`src/hdl/asrc_pkg.sv`:
```
// ----------------------------------------------------------------------------
// asrc_pkg
// Shared types, codes and constants of the ARQ session rate controller.
// ----------------------------------------------------------------------------
package asrc_pkg;

    localparam int TX_BUFFER_BYTES_DEF = 65535;

    localparam int TIMEOUT_W  = 16;
    localparam int CFG_DATA_W = 16;
    localparam int CFG_ADDR_W = 1;
    localparam int RETRY_W    = 4;
    localparam int LEVEL_W    = 4;
    localparam int LEN_W      = 12;
    localparam int REQ_W      = 3;
    localparam int PHASE_W    = 3;
    localparam int KIND_W     = 4;
    localparam int CODE_W     = 4;
    localparam int BYTES_W    = 7;
    localparam int SNR_W      = 5;
    localparam int RES_MAX    = 4;
    localparam int RES_IDX_W  = 2;
    localparam int RES_CNT_W  = 3;

    // register indexes
    localparam logic [CFG_ADDR_W-1:0] REG_RETRY_TIMEOUT = 1'b0;
    localparam logic [CFG_ADDR_W-1:0] REG_MAX_RETRIES   = 1'b1;

    localparam logic [TIMEOUT_W-1:0] RETRY_TIMEOUT_RST = 16'd1000;
    localparam logic [RETRY_W-1:0]   MAX_RETRIES_RST   = 4'd5;

    // request codes
    localparam logic [REQ_W-1:0] REQ_LISTEN     = 3'd0;
    localparam logic [REQ_W-1:0] REQ_CONNECT    = 3'd1;
    localparam logic [REQ_W-1:0] REQ_DISCONNECT = 3'd2;
    localparam logic [REQ_W-1:0] REQ_ABORT      = 3'd3;
    localparam logic [REQ_W-1:0] REQ_QUEUE      = 3'd4;
    localparam logic [REQ_W-1:0] REQ_FRAME      = 3'd5;
    localparam logic [REQ_W-1:0] REQ_TICK       = 3'd6;

    // session phases
    localparam logic [PHASE_W-1:0] PH_DISC    = 3'd0;
    localparam logic [PHASE_W-1:0] PH_LISTEN  = 3'd1;
    localparam logic [PHASE_W-1:0] PH_CALL    = 3'd2;
    localparam logic [PHASE_W-1:0] PH_SEND    = 3'd3;
    localparam logic [PHASE_W-1:0] PH_RECV    = 3'd4;
    localparam logic [PHASE_W-1:0] PH_DISCING = 3'd5;

    // result kinds
    localparam logic [KIND_W-1:0] KIND_STATE     = 4'd0;
    localparam logic [KIND_W-1:0] KIND_BURST     = 4'd1;
    localparam logic [KIND_W-1:0] KIND_FRAME     = 4'd2;
    localparam logic [KIND_W-1:0] KIND_CONNECTED = 4'd3;
    localparam logic [KIND_W-1:0] KIND_DISCONN   = 4'd4;
    localparam logic [KIND_W-1:0] KIND_SPEED     = 4'd5;
    localparam logic [KIND_W-1:0] KIND_RETRY     = 4'd6;
    localparam logic [KIND_W-1:0] KIND_SNR       = 4'd7;
    localparam logic [KIND_W-1:0] KIND_DATA_RX   = 4'd8;

    // burst codes
    localparam logic [CODE_W-1:0] BURST_NACK = 4'd0;
    localparam logic [CODE_W-1:0] BURST_ACK  = 4'd1;
    localparam logic [CODE_W-1:0] BURST_QRT  = 4'd8;

    localparam logic [SNR_W-1:0] SNR_GOOD    = 5'd30;
    localparam logic [SNR_W-1:0] SNR_BAD     = 5'd10;
    localparam logic [SNR_W-1:0] SNR_TIMEOUT = 5'd0;

    localparam logic [LEVEL_W-1:0] LEVEL_MIN   = 4'd1;
    localparam logic [LEVEL_W-1:0] LEVEL_MAX   = 4'd14;
    localparam logic [LEVEL_W-1:0] LEVEL_SMALL = 4'd4;
    localparam logic [BYTES_W-1:0] BLOCK_SMALL = 7'd32;
    localparam logic [BYTES_W-1:0] BLOCK_LARGE = 7'd64;

    localparam logic [RETRY_W-1:0] RETRY_SAT = 4'd15;
    localparam logic [1:0]         ACK_SAT   = 2'd3;
    localparam logic [1:0]         ACK_STEP  = 2'd2;

    // one result beat, kind in the lowest bits
    typedef struct packed {
        logic [SNR_W-1:0]   snr_db;
        logic [RETRY_W-1:0] retry_count;
        logic [LEVEL_W-1:0] speed_level;
        logic [BYTES_W-1:0] frame_bytes;
        logic [CODE_W-1:0]  burst_code;
        logic               burst_positive;
        logic [PHASE_W-1:0] session_state;
        logic [KIND_W-1:0]  kind;
    } result_t;

    typedef struct packed {
        logic [PHASE_W-1:0]   phase;
        logic [LEVEL_W-1:0]   level;
        logic [1:0]           ack_run;
        logic [RETRY_W-1:0]   retries;
        logic                 timer_running;
        logic [TIMEOUT_W-1:0] timer_count;
    } sess_t;

    typedef struct packed {
        logic [RETRY_W-1:0]   max_retries;
        logic [TIMEOUT_W-1:0] retry_timeout;
    } cfg_t;

    function automatic result_t mk_res(
        input logic [KIND_W-1:0]  kind,
        input logic [PHASE_W-1:0] ph,
        input logic               pos,
        input logic [CODE_W-1:0]  code,
        input logic [BYTES_W-1:0] bytes,
        input logic [LEVEL_W-1:0] lv,
        input logic [RETRY_W-1:0] rt,
        input logic [SNR_W-1:0]   snr
    );
        result_t r;
        r.kind           = kind;
        r.session_state  = ph;
        r.burst_positive = pos;
        r.burst_code     = code;
        r.frame_bytes    = bytes;
        r.speed_level    = lv;
        r.retry_count    = rt;
        r.snr_db         = snr;
        return r;
    endfunction

endpackage

```
`src/hdl/asrc_step.sv`:
```
// ----------------------------------------------------------------------------
// asrc_step
// Event logic: next session state and the result list for one request.
// ----------------------------------------------------------------------------
module asrc_step
    import asrc_pkg::*;
#(
    parameter int TX_BUFFER_BYTES = TX_BUFFER_BYTES_DEF,
    parameter int PEND_W          = $clog2(TX_BUFFER_BYTES + 1)
) (
    input  sess_t                  sess,
    input  logic [PEND_W-1:0]      pending,
    input  cfg_t                   cfg,
    input  logic [REQ_W-1:0]       req_type,
    input  logic [LEN_W-1:0]       data_len,
    input  logic                   frame_ok,
    output sess_t                  sess_next,
    output logic [PEND_W-1:0]      pending_next,
    output result_t                res [RES_MAX],
    output logic [RES_CNT_W-1:0]   res_cnt
);

    localparam int SUM_W = ((PEND_W > LEN_W) ? PEND_W : LEN_W) + 1;

    always_comb begin
        logic [PHASE_W-1:0]   ph;
        logic [LEVEL_W-1:0]   lv;
        logic [1:0]           ar;
        logic [RETRY_W-1:0]   rt;
        logic                 trun;
        logic [TIMEOUT_W-1:0] tcnt;
        logic [PEND_W-1:0]    pend;
        logic [RES_CNT_W-1:0] n;
        logic [SUM_W-1:0]     sum;
        logic [RETRY_W:0]     rt_inc;
        logic [BYTES_W-1:0]   blk;
        logic [BYTES_W-1:0]   nbytes;
        logic                 do_abort;
        logic                 do_send;
        logic                 do_adapt;
        logic                 adapt_ack;
        logic [SNR_W-1:0]     adapt_snr;

        ph   = sess.phase;
        lv   = sess.level;
        ar   = sess.ack_run;
        rt   = sess.retries;
        trun = sess.timer_running;
        tcnt = sess.timer_count;
        pend = pending;
        n    = '0;
        for (int i = 0; i < RES_MAX; i++) begin
            res[i] = '0;
        end
        sum       = SUM_W'(pending) + SUM_W'(data_len);
        rt_inc    = {1'b0, rt} + 1'b1;
        do_abort  = 1'b0;
        do_send   = 1'b0;
        do_adapt  = 1'b0;
        adapt_ack = 1'b0;
        adapt_snr = SNR_TIMEOUT;
        blk       = BLOCK_SMALL;
        nbytes    = '0;

        case (req_type)
            REQ_LISTEN: begin
                if (ph != PH_LISTEN) begin
                    ph = PH_LISTEN;
                    res[n[RES_IDX_W-1:0]] = mk_res(KIND_STATE, ph, 1'b0, '0, '0, lv, rt, '0);
                    n = n + 1'b1;
                end
            end
            REQ_CONNECT: begin
                if (ph != PH_CALL) begin
                    ph = PH_CALL;
                    res[n[RES_IDX_W-1:0]] = mk_res(KIND_STATE, ph, 1'b0, '0, '0, lv, rt, '0);
                    n = n + 1'b1;
                end
                res[n[RES_IDX_W-1:0]] = mk_res(KIND_BURST, ph, 1'b1, BURST_ACK, '0, lv, rt, '0);
                n = n + 1'b1;
                rt   = '0;
                trun = 1'b1;
                tcnt = cfg.retry_timeout;
            end
            REQ_DISCONNECT: begin
                if (ph != PH_DISCING) begin
                    ph = PH_DISCING;
                    res[n[RES_IDX_W-1:0]] = mk_res(KIND_STATE, ph, 1'b0, '0, '0, lv, rt, '0);
                    n = n + 1'b1;
                end
                res[n[RES_IDX_W-1:0]] = mk_res(KIND_BURST, ph, 1'b0, BURST_QRT, '0, lv, rt, '0);
                n = n + 1'b1;
                ph = PH_DISC;
                res[n[RES_IDX_W-1:0]] = mk_res(KIND_STATE, ph, 1'b0, '0, '0, lv, rt, '0);
                n = n + 1'b1;
                res[n[RES_IDX_W-1:0]] = mk_res(KIND_DISCONN, ph, 1'b0, '0, '0, lv, rt, '0);
                n = n + 1'b1;
            end
            REQ_ABORT: begin
                do_abort = 1'b1;
            end
            REQ_QUEUE: begin
                if (sum > SUM_W'(TX_BUFFER_BYTES)) begin
                    pend = PEND_W'(TX_BUFFER_BYTES);
                end else begin
                    pend = sum[PEND_W-1:0];
                end
                do_send = (ph == PH_SEND);
            end
            REQ_FRAME: begin
                trun = 1'b0;
                tcnt = '0;
                rt   = '0;
                if (ph == PH_CALL) begin
                    ph = PH_SEND;
                    res[n[RES_IDX_W-1:0]] = mk_res(KIND_STATE, ph, 1'b0, '0, '0, lv, rt, '0);
                    n = n + 1'b1;
                    res[n[RES_IDX_W-1:0]] = mk_res(KIND_CONNECTED, ph, 1'b0, '0, '0, lv, rt, '0);
                    n = n + 1'b1;
                    do_send = 1'b1;
                end else begin
                    do_adapt  = 1'b1;
                    adapt_ack = frame_ok;
                    adapt_snr = frame_ok ? SNR_GOOD : SNR_BAD;
                end
            end
            REQ_TICK: begin
                if (trun) begin
                    if (tcnt <= TIMEOUT_W'(1)) begin
                        trun = 1'b0;
                        tcnt = '0;
                        if (rt_inc > {1'b0, cfg.max_retries}) begin
                            rt = rt_inc[RETRY_W] ? RETRY_SAT : rt_inc[RETRY_W-1:0];
                            do_abort = 1'b1;
                        end else begin
                            rt = rt_inc[RETRY_W-1:0];
                            res[n[RES_IDX_W-1:0]] =
                                mk_res(KIND_RETRY, ph, 1'b0, '0, '0, lv, rt, '0);
                            n = n + 1'b1;
                            do_adapt  = 1'b1;
                            adapt_ack = 1'b0;
                            adapt_snr = SNR_TIMEOUT;
                        end
                    end else begin
                        tcnt = tcnt - 1'b1;
                    end
                end
            end
            default: begin
            end
        endcase

        if (do_adapt) begin
            res[n[RES_IDX_W-1:0]] = mk_res(KIND_SNR, ph, 1'b0, '0, '0, lv, rt, adapt_snr);
            n = n + 1'b1;
            if (adapt_ack) begin
                if (ar < ACK_SAT) begin
                    ar = ar + 1'b1;
                end
                if (ar >= ACK_STEP && lv < LEVEL_MAX) begin
                    lv = lv + 1'b1;
                    ar = '0;
                    res[n[RES_IDX_W-1:0]] = mk_res(KIND_SPEED, ph, 1'b0, '0, '0, lv, rt, '0);
                    n = n + 1'b1;
                end
            end else begin
                ar = '0;
                if (lv > LEVEL_MIN) begin
                    lv = lv - 1'b1;
                    res[n[RES_IDX_W-1:0]] = mk_res(KIND_SPEED, ph, 1'b0, '0, '0, lv, rt, '0);
                    n = n + 1'b1;
                end
            end
            if (req_type == REQ_FRAME) begin
                if (frame_ok) begin
                    res[n[RES_IDX_W-1:0]] =
                        mk_res(KIND_DATA_RX, ph, 1'b0, '0, '0, lv, rt, '0);
                    n = n + 1'b1;
                end
                if (ph == PH_RECV) begin
                    res[n[RES_IDX_W-1:0]] = mk_res(KIND_BURST, ph, frame_ok,
                        frame_ok ? BURST_ACK : BURST_NACK, '0, lv, rt, '0);
                    n = n + 1'b1;
                end
            end else if (ph == PH_SEND) begin
                do_send = 1'b1;
            end else if (ph == PH_CALL) begin
                res[n[RES_IDX_W-1:0]] = mk_res(KIND_BURST, ph, 1'b1, BURST_ACK, '0, lv, rt, '0);
                n = n + 1'b1;
                trun = 1'b1;
                tcnt = cfg.retry_timeout;
            end
        end

        if (do_send && pend != '0) begin
            blk = (lv <= LEVEL_SMALL) ? BLOCK_SMALL : BLOCK_LARGE;
            if (SUM_W'(pend) < SUM_W'(blk)) begin
                nbytes = BYTES_W'(pend);
            end else begin
                nbytes = blk;
            end
            res[n[RES_IDX_W-1:0]] = mk_res(KIND_FRAME, ph, 1'b0, '0, nbytes, lv, rt, '0);
            n = n + 1'b1;
            trun = 1'b1;
            tcnt = cfg.retry_timeout;
        end

        if (do_abort) begin
            trun = 1'b0;
            tcnt = '0;
            pend = '0;
            if (ph != PH_DISC) begin
                ph = PH_DISC;
                res[n[RES_IDX_W-1:0]] = mk_res(KIND_STATE, ph, 1'b0, '0, '0, lv, rt, '0);
                n = n + 1'b1;
            end
            res[n[RES_IDX_W-1:0]] = mk_res(KIND_DISCONN, ph, 1'b0, '0, '0, lv, rt, '0);
            n = n + 1'b1;
        end

        sess_next.phase         = ph;
        sess_next.level         = lv;
        sess_next.ack_run       = ar;
        sess_next.retries       = rt;
        sess_next.timer_running = trun;
        sess_next.timer_count   = tcnt;
        pending_next            = pend;
        res_cnt                 = n;
    end

endmodule

```
`src/hdl/asrc_outq.sv`:
```
// ----------------------------------------------------------------------------
// asrc_outq
// Result buffer: holds the results of one request and sends them in order.
// ----------------------------------------------------------------------------
module asrc_outq
    import asrc_pkg::*;
(
    input  logic                 aclk,
    input  logic                 aresetn,
    input  logic                 load,
    input  result_t              load_res [RES_MAX],
    input  logic [RES_CNT_W-1:0] load_cnt,
    output logic                 free,
    output logic                 m_tvalid,
    input  logic                 m_tready,
    output result_t              m_res,
    output logic                 m_tlast
);

    result_t              buf_reg [RES_MAX];
    logic [RES_CNT_W-1:0] cnt_reg;
    logic [RES_CNT_W-1:0] idx_reg;
    logic                 pop;

    assign m_tvalid = (cnt_reg != '0);
    assign m_res    = buf_reg[idx_reg[RES_IDX_W-1:0]];
    assign m_tlast  = ((idx_reg + 1'b1) == cnt_reg);
    assign pop      = m_tvalid && m_tready;
    assign free     = !m_tvalid || (pop && m_tlast);

    always_ff @(posedge aclk) begin
        if (!aresetn) begin
            cnt_reg <= '0;
            idx_reg <= '0;
        end else if (load) begin
            cnt_reg <= load_cnt;
            idx_reg <= '0;
        end else if (pop) begin
            if (m_tlast) begin
                cnt_reg <= '0;
                idx_reg <= '0;
            end else begin
                idx_reg <= idx_reg + 1'b1;
            end
        end
    end

    always_ff @(posedge aclk) begin
        if (load) begin
            buf_reg <= load_res;
        end
    end

endmodule

```
`src/hdl/arq_session_rate_controller_unit.sv`:
```
// ----------------------------------------------------------------------------
// arq_session_rate_controller_unit
// ARQ session controller with retry timer, retry count and speed adaptation.
//
//   channel  | direction | width      | contents
//   s_*      | in        | 16 + 3     | request beat, request type in tuser
//   m_*      | out       | 32 + 4 + 1 | result beats, kind in tuser, tlast on the final one
//   cfg_*    | in        | 16         | register writes, index 0 timeout, 1 max retries
//
// a request is evaluated while it waits in the input register; once the result
// buffer is free, its 0 to 4 results are loaded into the result buffer
// the buffer sends one result beat per cycle while m_tready is high, so a request
// holds the output until its 0 to 4 beats are taken, and the next request is
// evaluated as the last beat leaves; results pass the input register, then the buffer
// reset is synchronous and active low, resets session state, buffer and registers
// a stalled output holds the buffer; the input register still takes one beat
// ----------------------------------------------------------------------------
module arq_session_rate_controller_unit
    import asrc_pkg::*;
#(
    parameter int TX_BUFFER_BYTES = TX_BUFFER_BYTES_DEF
) (
    input  logic                  aclk,
    input  logic                  aresetn,
    input  logic                  s_tvalid,
    output logic                  s_tready,
    input  logic [15:0]           s_tdata,   // data_len[11:0] frame_ok[12]
    input  logic [REQ_W-1:0]      s_tuser,   // req_type[2:0]
    output logic                  m_tvalid,
    input  logic                  m_tready,
    output logic [31:0]           m_tdata,   // session_state[2:0] burst_positive[3]
                                             // burst_code[7:4] frame_bytes[14:8]
                                             // speed_level[18:15] retry_count[22:19]
                                             // snr_db[27:23]
    output logic [KIND_W-1:0]     m_tuser,   // kind[3:0]
    output logic                  m_tlast,
    input  logic                  cfg_wr_en,
    input  logic [CFG_ADDR_W-1:0] cfg_addr,
    input  logic [CFG_DATA_W-1:0] cfg_wdata
);

    localparam int PEND_W = $clog2(TX_BUFFER_BYTES + 1);

    logic                 in_valid_reg;
    logic [REQ_W-1:0]     req_type_reg;
    logic [LEN_W-1:0]     data_len_reg;
    logic                 frame_ok_reg;

    sess_t                sess_reg;
    sess_t                sess_next;
    logic [PEND_W-1:0]    pending_reg;
    logic [PEND_W-1:0]    pending_next;
    cfg_t                 cfg_reg;

    result_t              step_res [RES_MAX];
    logic [RES_CNT_W-1:0] step_cnt;
    result_t              out_res;
    logic                 q_free;
    logic                 fire;

    assign fire     = in_valid_reg && q_free;
    assign s_tready = !in_valid_reg || fire;
    assign m_tuser  = out_res.kind;
    assign m_tdata  = {4'b0000, out_res.snr_db, out_res.retry_count, out_res.speed_level,
                       out_res.frame_bytes, out_res.burst_code, out_res.burst_positive,
                       out_res.session_state};

    always_ff @(posedge aclk) begin
        if (!aresetn) begin
            in_valid_reg <= 1'b0;
        end else if (s_tvalid && s_tready) begin
            in_valid_reg <= 1'b1;
        end else if (fire) begin
            in_valid_reg <= 1'b0;
        end
    end

    always_ff @(posedge aclk) begin
        if (s_tvalid && s_tready) begin
            req_type_reg <= s_tuser;
            data_len_reg <= s_tdata[11:0];
            frame_ok_reg <= s_tdata[12];
        end
    end

    always_ff @(posedge aclk) begin
        if (!aresetn) begin
            sess_reg.phase         <= PH_DISC;
            sess_reg.level         <= LEVEL_MIN;
            sess_reg.ack_run       <= '0;
            sess_reg.retries       <= '0;
            sess_reg.timer_running <= 1'b0;
            sess_reg.timer_count   <= '0;
            pending_reg            <= '0;
        end else if (fire) begin
            sess_reg    <= sess_next;
            pending_reg <= pending_next;
        end
    end

    always_ff @(posedge aclk) begin
        if (!aresetn) begin
            cfg_reg.retry_timeout <= RETRY_TIMEOUT_RST;
            cfg_reg.max_retries   <= MAX_RETRIES_RST;
        end else if (cfg_wr_en) begin
            case (cfg_addr)
                REG_RETRY_TIMEOUT: cfg_reg.retry_timeout <= cfg_wdata[TIMEOUT_W-1:0];
                REG_MAX_RETRIES:   cfg_reg.max_retries   <= cfg_wdata[RETRY_W-1:0];
                default: begin
                end
            endcase
        end
    end

    asrc_step #(
        .TX_BUFFER_BYTES (TX_BUFFER_BYTES),
        .PEND_W          (PEND_W)
    ) u_step (
        .sess         (sess_reg),
        .pending      (pending_reg),
        .cfg          (cfg_reg),
        .req_type     (req_type_reg),
        .data_len     (data_len_reg),
        .frame_ok     (frame_ok_reg),
        .sess_next    (sess_next),
        .pending_next (pending_next),
        .res          (step_res),
        .res_cnt      (step_cnt)
    );

    asrc_outq u_outq (
        .aclk     (aclk),
        .aresetn  (aresetn),
        .load     (fire),
        .load_res (step_res),
        .load_cnt (step_cnt),
        .free     (q_free),
        .m_tvalid (m_tvalid),
        .m_tready (m_tready),
        .m_res    (out_res),
        .m_tlast  (m_tlast)
    );

endmodule

```
`config.mk`:
```
export PLATFORM = sky130hd
export DESIGN_NAME = arq_session_rate_controller_unit
export DESIGN_NICKNAME = d
export VERILOG_FILES = /design/src/hdl/asrc_pkg.sv /design/src/hdl/asrc_step.sv /design/src/hdl/asrc_outq.sv /design/src/hdl/arq_session_rate_controller_unit.sv
export SDC_FILE = /design/constraint.sdc
export NUM_CORES = 1
export LEC_CHECK = 0
export BUFFER_PORTS_ARGS = -buffer_cell sky130_fd_sc_hd__buf_2
export CAP_MARGIN = 10
export CORE_ASPECT_RATIO = 1.1
export CORE_MARGIN = 2
export CORE_UTILIZATION = 40
export CTS_CLUSTER_DIAMETER = 200
export DETAILED_ROUTE_END_ITERATION = 7
export PLACE_DENSITY = 0.57
export REMOVE_ABC_BUFFERS = 1
export SYNTH_ARGS = -nofsm -noshare
export SYNTH_HDL_FRONTEND = slang
export SYNTH_SLANG_ARGS = --single-unit
```
`constraint.sdc`:
```
create_clock -name aclk -period 8.92 [get_ports aclk]
set_input_delay 1.784 -clock aclk [delete_from_list [all_inputs] [get_ports aclk]]
set_output_delay 1.784 -clock aclk [all_outputs]
set_load 0.05 [all_outputs]
```
# After elaboration in Yosys (flattened, before gate mapping)
# Cells that the tools add are included.
# Widths: inputs -> output; s select.
op_classes:
  n_addsub: 18
  n_lt_le_gt_ge: 32
  n_eq_ne: 15
  muxes: 167
  n_bitwise: 14
  n_reduce_logical: 34
ops:
  columns: ["op", "n"]
  rows:
  - ["$mux 128", 16]
  - ["$bwmux 128", 13]
  - ["$demux 32 s2", 11]
  - ["$mux 32", 17]
  - ["$mux 16", 11]
  - ["$pmux 32 s5", 1]
  - ["$pmux 64 s2", 1]
  - ["$mux 27", 4]
  - ["$mux 3", 33]
  - ["$pmux 32 s3", 1]
  - ["$bmux 32 s2", 1]
  - ["$mux 55", 1]
  - ["$pmux 16 s3", 1]
  - ["$add 3x1->3 const B", 12]
  - ["$ge 3x3->1 const B", 12]
  - ["$mux 4", 9]
  - ["$not 2->3", 12]
  - ["$lt 3x1->1 const B", 11]
  - ["$mux 1", 28]
  - ["$mux 7", 3]
  - ["$eq 3x2->1 const B", 6]
  - ["$add 16x12->17", 1]
  - ["$gt 17x16->1 const B", 1]
  - ["$logic_and 1x1->1", 17]
  - ["other kinds (35)", 57]
word_totals:
  reg_bits: 217
  inputBits: 41
  output_inout_bits: 39
  elab_cells: 327

# Depth between registers and ports, before layout
# Gate-level depths: netlist of run 1.
logic_depth:
  word_depth: 32
  mapped_depth: 31
  depth_no_buf: 29

# Modules after synthesis
# A second synthesis of run 1 with hierarchy kept.
unflattened:
  hier_cells: 1561
  area_unflattened_um2: 14412.6
by_module_without_submodules:
  columns: ["mod", "instances", "cells_each", "area_per_inst_um2", "seq_area_each_um2"]
  rows:
  - ["asrc_step", 1, 1019, 6175.9, 0.0]
  - ["asrc_outq", 1, 217, 5024.8, 3963.8]
  - ["arq_session_rate_controller_unit", 1, 325, 3211.8, 1821.7]

# Worst setup path after synthesis of run 1
# No wires, ideal clock.
synth_path:
  path_type: "register -> register"
  from: "reg sess_reg[19] in the netlist's numbering"
  to: "reg u_outq.buf_reg[90] in the netlist's numbering (data pin)"
  setup_time_ns: 0.255
  t_arrival_ns: 6.519
  t_required_ns: 8.665
  path_slack_ns: 2.146
  path_stages_with_launch: 29
  n_path_buf: 1
  synth_period_minus_slack_ns: 6.774
  cell_sequence: "dfxtp_1 clkbuf_1 nand3_1 xnor2_1 ha_1 o21ai_0 a21oi_1 o31ai_1 a21oi_1 ha_1 or3_1 o21ai_1 inv_1 ha_1 nand2_1 o21ai_0 ha_1 o221ai_1 o21ai_1 ha_1 mux2_2 ha_1 nand2_1 o21a_1 ha_1 o21ai_0 a21bo_4 or4_1 and3_1"
synth_rtl:
  columns: ["item", "line", "rtl"]
  rows:
  - ["start: declaration", "arq_session_rate_controller_unit.sv:49", "sess_t sess_reg;"]
  - ["start signal: assignment", "arq_session_rate_controller_unit.sv:96", "sess_reg <= sess_next;"]
  - ["end signal: assignment", "asrc_outq.sv:50", "buf_reg <= load_res;"]
  - ["end: declaration", "asrc_outq.sv:20", "result_t buf_reg [RES_MAX];"]

==> reports/results.txt, run 1 <==
Run status: finished, final reports clean
EDFF count, synth: 118
Power Density: 158.0 nW/µm²
Post-Synthesis Cells: 1452
Total global routing overflow: 0
Final Skew: 0.01561 ns
Largest stage delay on the critical path: 0.54 ns
Initial DRC count: 1008
Register area: 5006 µm²
Cts hold-fix bufs: 0
CTS tree: yes
Clock Sinks: 191
Ports: 80
Antenna diodes: 0
GRT Total Usage: 0.2345
Async SR Flop Fraction: 0
Worst Tran Pin Value: 1.037 ns
First-pass GRT wire length: 61.88 mm
Gate power share: 0.211
Clock latency on the worst-skew pair: 0.45 ns
Starting Density: 0.4034
First drt pass iteration count: 5
Slew headroom: 0.3086
Footprint of the multi-input gates: 7362 µm²
#FFs+latches synth: 191
CP Launch Type: flop
RSZ-0062 raised after global routing: false
Clock network fraction of design power: 0.337
Fill count: 3140
Root buffer cell: clkbuf_16
Cell variety after synth: 96
Synth top area share: 0.2743
Die ar.: 33760 µm²
Core area: 32030 µm²
Peak Freq: 126.2 MHz
Pins Over Slew Limit: 0
Max cap viols: 0
Die Y: 192.5 µm
Routability cong.: 0.9507
Max stage delay cell, worst path: a21boi_2
FP Rows: 69
Sw power: 737.2 µW
Largest net degree at the start of global routing: 81
Main synth FF type: edfxtp_1
DP HPWL: 28.10 mm
H-tree level count: 4
CTS resizes: 0
Post-route setup slack: 0.9947 ns
Sequential power share: 0.452
Fin Setup TNS: 0 ns
Worst-path fanout max: 13
Avg Vias per Cell: 5.981
Tmin final: 7.925 ns
Layout net count: 1581
Syn Area/Cell: 8.898 µm²
Critical Path RT: 9.11 ns
ANT nets after route: 0
Setup crit end kind: flop
Largest vdd supply drop: 101.8 µV
Total number of vias: 11.50k
Synth Warn #: 0
Synth top cells by count: nand2_1 (189), a21oi_1 (146), nor2_1 (137), edfxtp_1 (118), o21ai_0 (105)
Initial antenna violation count: 0
Synthesized cell area: 12920 µm²
Count leader, synth: nand2_1
Worst min path class: reg -> reg
Main area contributors after synthesis: edfxtp_1 (27%), dfxtp_1 (11%), a21oi_1 (5.7%), nand2_1 (5.5%), ha_1 (5.4%)
Total wire length: 39.05 mm
DRC Markers: 0
Clock transition at the registers of the reported paths: 0.08 ns
CTS Buf Count: 17
Area Growth Syn to Fin: 9.859%
Count of input and output buffers: 69
Period utilization: 0.8885
Internal: 1.506 mW
Yosys top cell by area: edfxtp_1
CTS Buffer Depth: 2
Post-CTS setup buffer count: 0
LEAKAGE: 5.291 nW
CP dominant cell by count: ha_1
Avg WL per Cell: 20.32 µm
Register area share after synthesis: 0.3874
Vias in the first global route: 10.88k
Die X: 175.4 µm
Kind of critical path: reg -> reg
Pre-CTS setup slack: 1.059 ns
Max FFs per register: 102
Share of post-route cells with drive strength above 1: 0.1317
Setup Viol. Count Final: 0
Final Hold Fails: 0
Crit path DAT: 8.12 ns
Switching share of power: 0.3287
[critical path, delay by kind of cell (launching register included)]
| family | cells | cell delay [ns] |
|---|---|---|
| AO/OA/AOI/OAI | 12 | 3.06 |
| adder cells (fa/ha/maj) | 8 | 2.43 |
| AND/OR/NAND/NOR | 4 | 0.72 |
| flip-flops | 1 | 0.52 |
| buffers and inverters | 2 | 0.36 |
| multiplexers | 1 | 0.31 |
| XOR/XNOR | 1 | 0.28 |
[cell type report]
cell class / instances / share of cell area
Multi-Input combinational cell: 1129 / 0.5187
Sequential cell: 191 / 0.3527
Timing Repair Buffer: 94 / 0.03755
Tap cell: 426 / 0.03755
Clock buffer: 18 / 0.03024
Inverter: 50 / 0.01340
Clock inverter: 14 / 0.009873
[cells by family after synthesis]
group	after synthesis	share of synthesized area
muxes	52	0.06469
other	1	0.0002903
DFF	191	0.3874
AOI/OAI and AO/OA	475	0.2416
adders and majority gates	57	0.05578
buffers and inverters	138	0.04581
xor gates and xnor gates	27	0.01830
and+or+nand+nor	511	0.1861
[power by group through the flow]
| stage | combinational, mW | sequential [mW] | clock (mW) |
|---|---|---|---|
| floorplan | 0.327 | 1.03 | 0 |
| global placement | 0.465 | 1.03 | 0 |
| detailed placement | 0.467 | 1.03 | 0 |
| CTS | 0.469 | 1.01 | 0.782 |
| global route | 0.514 | 1.02 | 0.810 |
| finish | 0.473 | 1.01 | 0.757 |
[cells in the final DEF (no fill, tap or decap), drive strengths merged, types with 6 or more instances in the layout]
cell type	netlist	routed
a21boi	6	6
inv	50	59
nand4	9	9
nand2b	11	11
mux4	25	25
mux2i	25	25
a22o	7	7
a21o	20	20
o31ai	12	12
nand2	192	192
ha	56	56
xor2	9	9
a221oi	12	12
nor3	31	31
buf	40	94
a21oi	147	147
o21a	9	9
clkbuf	48	18
nor4	10	10
and3	11	11
a32oi	6	6
a22oi	13	13
nand3	46	46
o221ai	7	7
a31oi	16	16
or2	8	8
nor2	137	137
and2	11	11
dfxtp	73	73
or3	10	10
a211oi	20	20
o22ai	17	17
nor2b	7	7
xnor2	18	18
conb	1	7
o22a	6	6
edfxtp	118	118
o21ai	116	116
o211ai	20	20
[through the flow]
step	instance area (µm²)	hold slack [ns]	power [mW]	util	std cells
finish	14190	0.4641	2.243	0.4431	1922
global route	14190	0.4807	2.343	0.4431	1922
CTS	14190	0.4647	2.264	0.4429	1921
detailed placement	13620	0.4533	1.500	0.4251	1889
global placement	13620	0.4472	1.496	0.4251	1889
floorplan	12540	0.4363	1.359	-	1370
[layer usage]
| layer | vias to the layer above | part of all wire | GRT usage |
|---|---|---|---|
| met5 | - | 0 | 0 |
| met4 | 0 | 0.035 | 0.09519 |
| met3 | 83 | 0.059 | 0.03211 |
| met2 | 432 | 0.46 | 0.3751 |
| met1 | 5516 | 0.44 | 0.3207 |
| li1 | 5464 | - | - |
[final timing paths]
kind | start | endpoint | slack, ns | cells past startpoint
max | sess_reg[17] | u_outq.buf_reg[86] | 0.99 | 28
min reg2reg | cfg_reg[12] | cfg_reg[12] | 0.46 | 2
min | cfg_reg[12] | cfg_reg[12] | 0.46 | 2
max reg2reg | sess_reg[17] | u_outq.buf_reg[86] | 0.99 | 28
(Power assumes the default switching activity.)
==> run 2: changes to the inputs <==
ABC_AREA = 1   (was unset)
==> run 2 against run 1 <==
  * Cell area rose by 3.1%
  * Utilization fell by 0.11 points
  * Sequential share of layout area fell by 1.1 points
  * Total power rose by 3.5%
  * Synthesized cell count rose by 28%
  * Wire length rose by 13%
  * Clock-buffer cell count rose by 3
  * Synthesized area rose by 3.8%
  * Sequential power barely moved
  * Register-to-register slack improved by 0.31 ns
  * Maximum frequency rose by 4.1%
  * Non-clock buffer count fell by 13
==> reports/results.txt, run 2 <==
Count of input and output buffers: 69 (unchanged)
ANT nets after route: 0 (unchanged)
Period utilization: 0.8534 (-0.03512)
Die X: 178.5 µm (+1.8%)
Root buffer cell: clkbuf_16
DP HPWL: 32.34 mm (+15%)
FP Rows: 70 (+1.4%)
Clock Sinks: 191 (unchanged)
Yosys top cell by area: edfxtp_1
Final Hold Fails: 0 (unchanged)
Cells after DPL: 2307 (+22%)
RSZ-0062 raised after global routing: false
Max FFs per register: 102 (unchanged)
Synth top cells by count: nand2_1 (396), nor2_1 (230), inv_1 (218), o21ai_0 (209), edfxtp_1 (118)
Slew headroom: 0.2067 (-0.1019)
Initial DRC count: 854 (-15%)
Pins Over Slew Limit: 0 (unchanged)
Gate power share: 0.218 (+0.007)
Final Skew: 0.01808 ns (+0.002473 ns)
Worst Tran Pin Value: 1.189 ns (+0.1515 ns)
Largest vdd supply drop: 113.7 µV (+12%)
Met1 Wirelength: 19.38 mm (+12%)
Largest stage delay on the critical path: 0.53 ns (about the same)
Most common cell after layout, fill and taps aside: nand2_1
Synth Warn #: 0 (unchanged)
H-tree level count: 4 (unchanged)
Post-Synthesis Cells: 1865 (+28%)
Setup Viol. Count Final: 0 (unchanged)
Starting Density: 0.4049 (+0.001538)
Hold wc startpoint: cfg_reg[17]
Met3 wire length: 2.638 mm (+15%)
Crit. Startpoint: sess_reg[17]
Cell variety after synth: 63 (-34%)
Sw power: 774.1 µW (+5.0%)
Run status: finished, final reports clean
#FFs+latches synth: 191 (unchanged)
CTS Buffer Depth: 2 (unchanged)
Switching share of power: 0.3336 (+0.004883)
CP dominant cell by count: ha_1
Antenna diodes: 0 (unchanged)
Initial antenna violation count: 0 (unchanged)
CTS Buf Count: 17 (unchanged)
Main area contributors after synthesis: edfxtp_1 (26%), nand2_1 (11%), dfxtp_1 (11%), o21ai_0 (7.8%), nor2_1 (6.4%)
Critical Path RT: 9.12 ns (about the same)
LEAKAGE: 6.362 nW (+20%)
Worst min path class: reg -> reg
Cts hold-fix bufs: 0 (unchanged)
Reg2reg start: sess_reg[17]
Power Density: 158.6 nW/µm² (+0.35%)
CTS resizes: 0 (unchanged)
Internal: 1.546 mW (+2.7%)
Die ar.: 34990 µm² (+3.7%)
CTS tree: yes
Post-CTS setup buffer count: 0 (unchanged)
Avg WL per Cell: 18.88 µm (-7.1%)
Ports: 80 (unchanged)
Avg Vias per Cell: 5.537 (-7.4%)
Synth top area share: 0.2643 (-0.009932)
Max Used Layer: met4
Commonest cells after routing, fill and taps aside: nand2_1 (396), nor2_1 (228), inv_1 (218)
Synthesized cell area: 13410 µm² (+3.8%)
Clock latency on the worst-skew pair: 0.46 ns (about the same)
Clock transition at the registers of the reported paths: 0.07 ns (about the same)
Max stage delay cell, worst path: dfxtp_1
Share of post-route cells with drive strength above 1: 0.1007 (-0.03100)
Die Y: 196 µm (+1.8%)
Total global routing overflow: 0 (unchanged)
GRT Total Usage: 0.2554 (+0.02092)
Register area share after synthesis: 0.3733 (-0.01403)
CP Launch Type: flop
Routability cong.: 0.9596 (+0.94%)
Post-route insts no fill: 2339 (+22%)
Async SR Flop Fraction: 0 (unchanged)
Main synth FF type: edfxtp_1
Total number of vias: 12.95k (+13%)
Layout net count: 1991 (+26%)
Pwr Total: 2.321 mW (+3.5%)
Clock network fraction of design power: 0.344 (+0.007)
Kind of critical path: reg -> reg
Largest net degree at the start of global routing: 80 (-1.2%)
Total wire length: 44.16 mm (+13%)
Tmin final: 7.612 ns (-0.3133 ns)
Core area: 33110 µm² (+3.4%)
Fill count: 3523 (+12%)
Count leader, synth: nand2_1
Worst-path fanout max: 11 (-2)
Sequential power share: 0.438 (-0.014)
First drt pass iteration count: 5 (unchanged)
Max cap viols: 0 (unchanged)
Vias in the first global route: 12.20k (+12%)
Crit path DAT: 7.81 ns (-0.31 ns)
Met2 wire len: 20.79 mm (+15%)
Setup crit end kind: flop
EDFF count, synth: 118 (unchanged)
First-pass GRT wire length: 68.57 mm (+11%)
DRC Markers: 0 (unchanged)
Peak Freq: 131.4 MHz (+4.1%)
Syn Area/Cell: 7.188 µm² (-19%)
Area Growth Syn to Fin: 9.165%
==> run 2: cell count changes in the layout (fill, tap and decap cells not counted), sizes merged, moves of 25 or more <==
cell   change
a21oi     -68
nor2     +110
mux2i     -25
inv      +191
o22ai     +43
nand2    +217
o21ai    +116
mux4      -25
nand3     +47
==> run 2: path summary, 6_finish.rpt <==
| path | cells past startpoint | slack (ns) | endpoint |
|---|---|---|---|
| worst max-delay path | 39 | 1.31 | u_outq.buf_reg[23] |
| worst min-delay path | 2 | 0.47 | cfg_reg[17] |
| worst max register to register | 39 | 1.31 | u_outq.buf_reg[23] |
| worst min register to register | 2 | 0.47 | cfg_reg[17] |
==> run 2: layout make-up <==
type                    count  area [µm²]  share of cell area
multi-input cells        1358        7129              0.4872
flip-flops and latches    191        5006              0.3421
inverters                 245       924.6             0.06318
well taps                 432       540.5             0.03694
clock buffers              21       481.7             0.03292
repair buffers             81       435.4             0.02975
clock inverters            11       116.4            0.007951
==> run 2: stage by stage <==
step / hold slack, ns / TNS [ns] / area, µm² / setup WS [ns] / util
2_1_floorplan: 0.4347 / -21.56 / 13050 / -0.5723 / -
3_3_place_gp: 0.4601 / 0 / 14040 / 1.574 / 0.4240
3_5_place_dp: 0.4600 / 0 / 14040 / 1.460 / 0.4240
4_1_cts: 0.4709 / 0 / 14630 / 1.428 / 0.4420
5_1_grt: 0.4870 / 0 / 14630 / 0.7920 / 0.4420
6_report: 0.4699 / 0 / 14630 / 1.308 / 0.4420
==> run 2: worst max-delay path, delay by kind of cell, from the launching register on <==
kind / cells / cell delay (ns)
xor+xnor: 1 / 0.33
compound gates: 7 / 1.52
flops: 1 / 0.53
buf+inv: 9 / 1.16
fa+ha+maj: 8 / 2.44
simple gates: 14 / 1.35
==> run 2: routing by layer <==
layer | vias to the layer above | track usage
met5 | - | 0
met4 | 0 | 0.09003
met3 | 71 | 0.03953
met2 | 450 | 0.4256
met1 | 6079 | 0.3353
li1 | 6350 | -
==> run 2: logic make-up after synthesis <==
kind of cell | synth area share
and+or+nand+nor | 0.2520
AOI/OAI and AO/OA | 0.2079
buffers and inverters | 0.09726
DFF | 0.3733
adders and majority gates | 0.05283
xor gates and xnor gates | 0.01643
other | 0.0002797
==> run 2: power by group through the flow <==
stage / logic (mW) / clock network, mW / registers [mW]
floorplan: 0.350 / 0 / 1.04
global placement: 0.498 / 0 / 1.04
detailed placement: 0.500 / 0 / 1.04
CTS: 0.502 / 0.809 / 1.02
global route: 0.558 / 0.846 / 1.02
finish: 0.505 / 0.799 / 1.02
==> run 3: changes to the inputs <==
REMOVE_ABC_BUFFERS = unset   (was 1)
==> run 3 against run 2 <==
  * Critical path depth stayed put
  * Sequential share of layout area hardly changed
  * Register-to-register slack worse by 0.03 ns
  * Combinational power is 0.8% higher
  * Worst hold slack better by 0.0057 ns
==> reports/results.txt, run 3 (same netlist as run 2, synthesis figures left out) <==
Largest stage delay on the critical path: 0.60 ns (+0.07 ns)
Pins Over Slew Limit: 0 (unchanged)
Root buffer cell: clkbuf_16
Post-route insts no fill: 2341 (+0.086%)
Register area: 5005 µm² (about the same)
Max FFs per register: 102 (unchanged)
Post-CTS setup buffer count: 0 (unchanged)
Critical Path RT: 9.11 ns (about the same)
Die X: 178.5 µm (unchanged)
Total number of vias: 12.85k (-0.80%)
Most common cell after layout, fill and taps aside: nand2_1
LEAKAGE: 6.354 nW (-0.13%)
Core area: 33110 µm² (unchanged)
Largest net degree at the start of global routing: 62 (-23%)
Internal: 1.499 mW (-3.1%)
Commonest cells after routing, fill and taps aside: nand2_1 (396), nor2_1 (228), inv_1 (218)
Footprint of the multi-input gates: 7129 µm² (unchanged)
Power Density: 155.8 nW/µm² (-1.8%)
Reg-to-reg slack, setup: 1.28 ns (-0.03 ns)
Fill count: 3512 (-0.31%)
ANT nets after route: 0 (unchanged)
Sequential power share: 0.446 (+0.008)
DRC Markers: 0 (unchanged)
Area Growth Syn to Fin: 9.082% (about the same)
Count of input and output buffers: 69 (unchanged)
Die Y: 196 µm (unchanged)
Clock Sinks: 191 (unchanged)
Worst Tran Pin Value: 1.069 ns (-0.1197 ns)
CTS tree: yes
Initial antenna violation count: 0 (unchanged)
Cts hold-fix bufs: 0 (unchanged)
Worst-path fanout max: 11 (unchanged)
Starting Density: 0.4049 (unchanged)
Final Skew: 0.01468 ns (-0.003402 ns)
Antenna diodes: 0 (unchanged)
Initial DRC count: 979 (+15%)
Period utilization: 0.8567 (+0.003312)
Total global routing overflow: 0 (unchanged)
GRT Total Usage: 0.2594 (+0.003980)
Worst min path class: reg -> reg
Post-route setup slack: 1.278 ns (-0.02954 ns)
Slew headroom: 0.2799 (+0.07315)
H-tree level count: 4 (unchanged)
CP dominant cell by count: nand2_1
Routability cong.: 1.011 (+5.4%)
Setup crit end kind: flop
Clock latency on the worst-skew pair: 0.45 ns (about the same)
Cells after DPL: 2308 (+0.043%)
Clock transition at the registers of the reported paths: 0.08 ns (about the same)
Gate power share: 0.223 (+0.005)
Tmin final: 7.642 ns (+0.02954 ns)
Switching share of power: 0.3418 (+0.008255)
First-pass GRT wire length: 69.75 mm (+1.7%)
Max cap viols: 0 (unchanged)
CP Launch Type: flop
Total wire length: 44.38 mm (+0.49%)
Vias in the first global route: 12.48k (+2.3%)
Pre-CTS setup slack: 1.460 ns (+0.0003900 ns)
Layout net count: 1993 (+0.10%)
Crit path DAT: 7.84 ns (+0.03 ns)
Ports: 80 (unchanged)
Max stage delay cell, worst path: dfxtp_1
Clock network fraction of design power: 0.330 (-0.014)
Avg Vias per Cell: 5.488 (-0.88%)
Kind of critical path: reg -> reg
RSZ-0062 raised after global routing: false
FP Rows: 70 (unchanged)
First drt pass iteration count: 5 (unchanged)
Run status: finished, final reports clean
Sw power: 778.6 µW (+0.59%)
CTS Buffer Depth: 2 (unchanged)
Largest vdd supply drop: 117.1 µV (+3.0%)
Setup Viol. Count Final: 0 (unchanged)
Die ar.: 34990 µm² (unchanged)
Final core occ: 0.4417 (about the same)
CTS resizes: 0 (unchanged)
CTS Buf Count: 17 (unchanged)
Fin Setup TNS: 0 ns (unchanged)
Peak Freq: 130.9 MHz (-0.39%)
DP HPWL: 33.49 mm (+3.6%)
Final Hold Fails: 0 (unchanged)
Share of post-route cells with drive strength above 1: 0.1011 (+0.0004184)
Avg WL per Cell: 18.96 µm (+0.40%)
==> run 3: worst max-delay path, delay by kind of cell, from the launching register on <==
kind	cells	cell delay [ns]
AO/OA/AOI/OAI	7	1.52
XOR/XNOR	1	0.35
adder cells (fa/ha/maj)	8	2.46
buffers and inverters	8	1.06
flip-flops	1	0.60
AND/OR/NAND/NOR	15	1.36
==> run 3: power by group through the flow <==
stage / Combinational [mW] / Clock [mW] / Sequential [mW]
after floorplan: 0.369 / 0 / 1.03
after global placement: 0.498 / 0 / 1.04
after detailed placement: 0.501 / 0 / 1.04
after CTS: 0.503 / 0.770 / 1.02
after global routing: 0.561 / 0.803 / 1.02
final: 0.509 / 0.753 / 1.02
==> run 3: path summary, 6_finish.rpt <==
path         depth (start not counted)         start                  to
max                                 39  sess_reg[17]  u_outq.buf_reg[25]
min                                  2  sess_reg[22]        sess_reg[22]
max reg2reg                         39  sess_reg[17]  u_outq.buf_reg[25]
min reg2reg                          2  sess_reg[22]        sess_reg[22]
==> run 3: metrics by stage <==
stage,cell area (µm²),power [mW],hold slack (ns)
3_5_place_dp,14040,1.538,0.4665
4_1_cts,14600,2.289,0.4773
5_1_grt,14620,2.385,0.5076
3_3_place_gp,14040,1.533,0.4608
2_1_floorplan,13430,1.402,0.4347
6_report,14620,2.278,0.4756
==> run 3: layout make-up <==
cell class	count	area share
Clock inverter	13	0.008043
Inverter	245	0.06323
Clock buffer	19	0.03029
Sequential cell	191	0.3423
Timing Repair Buffer	83	0.03166
Multi-Input combinational cell	1358	0.4875
Tap cell	432	0.03696
==> run 3: per-layer routing <==
layer	GRT usage	share of wire	vias to the layer above
met2	0.4240	0.47	422
met4	0.1238	0.042	0
li1	-	-	6358
met5	0	0	-
met3	0.02984	0.050	90
met1	0.3407	0.44	5977
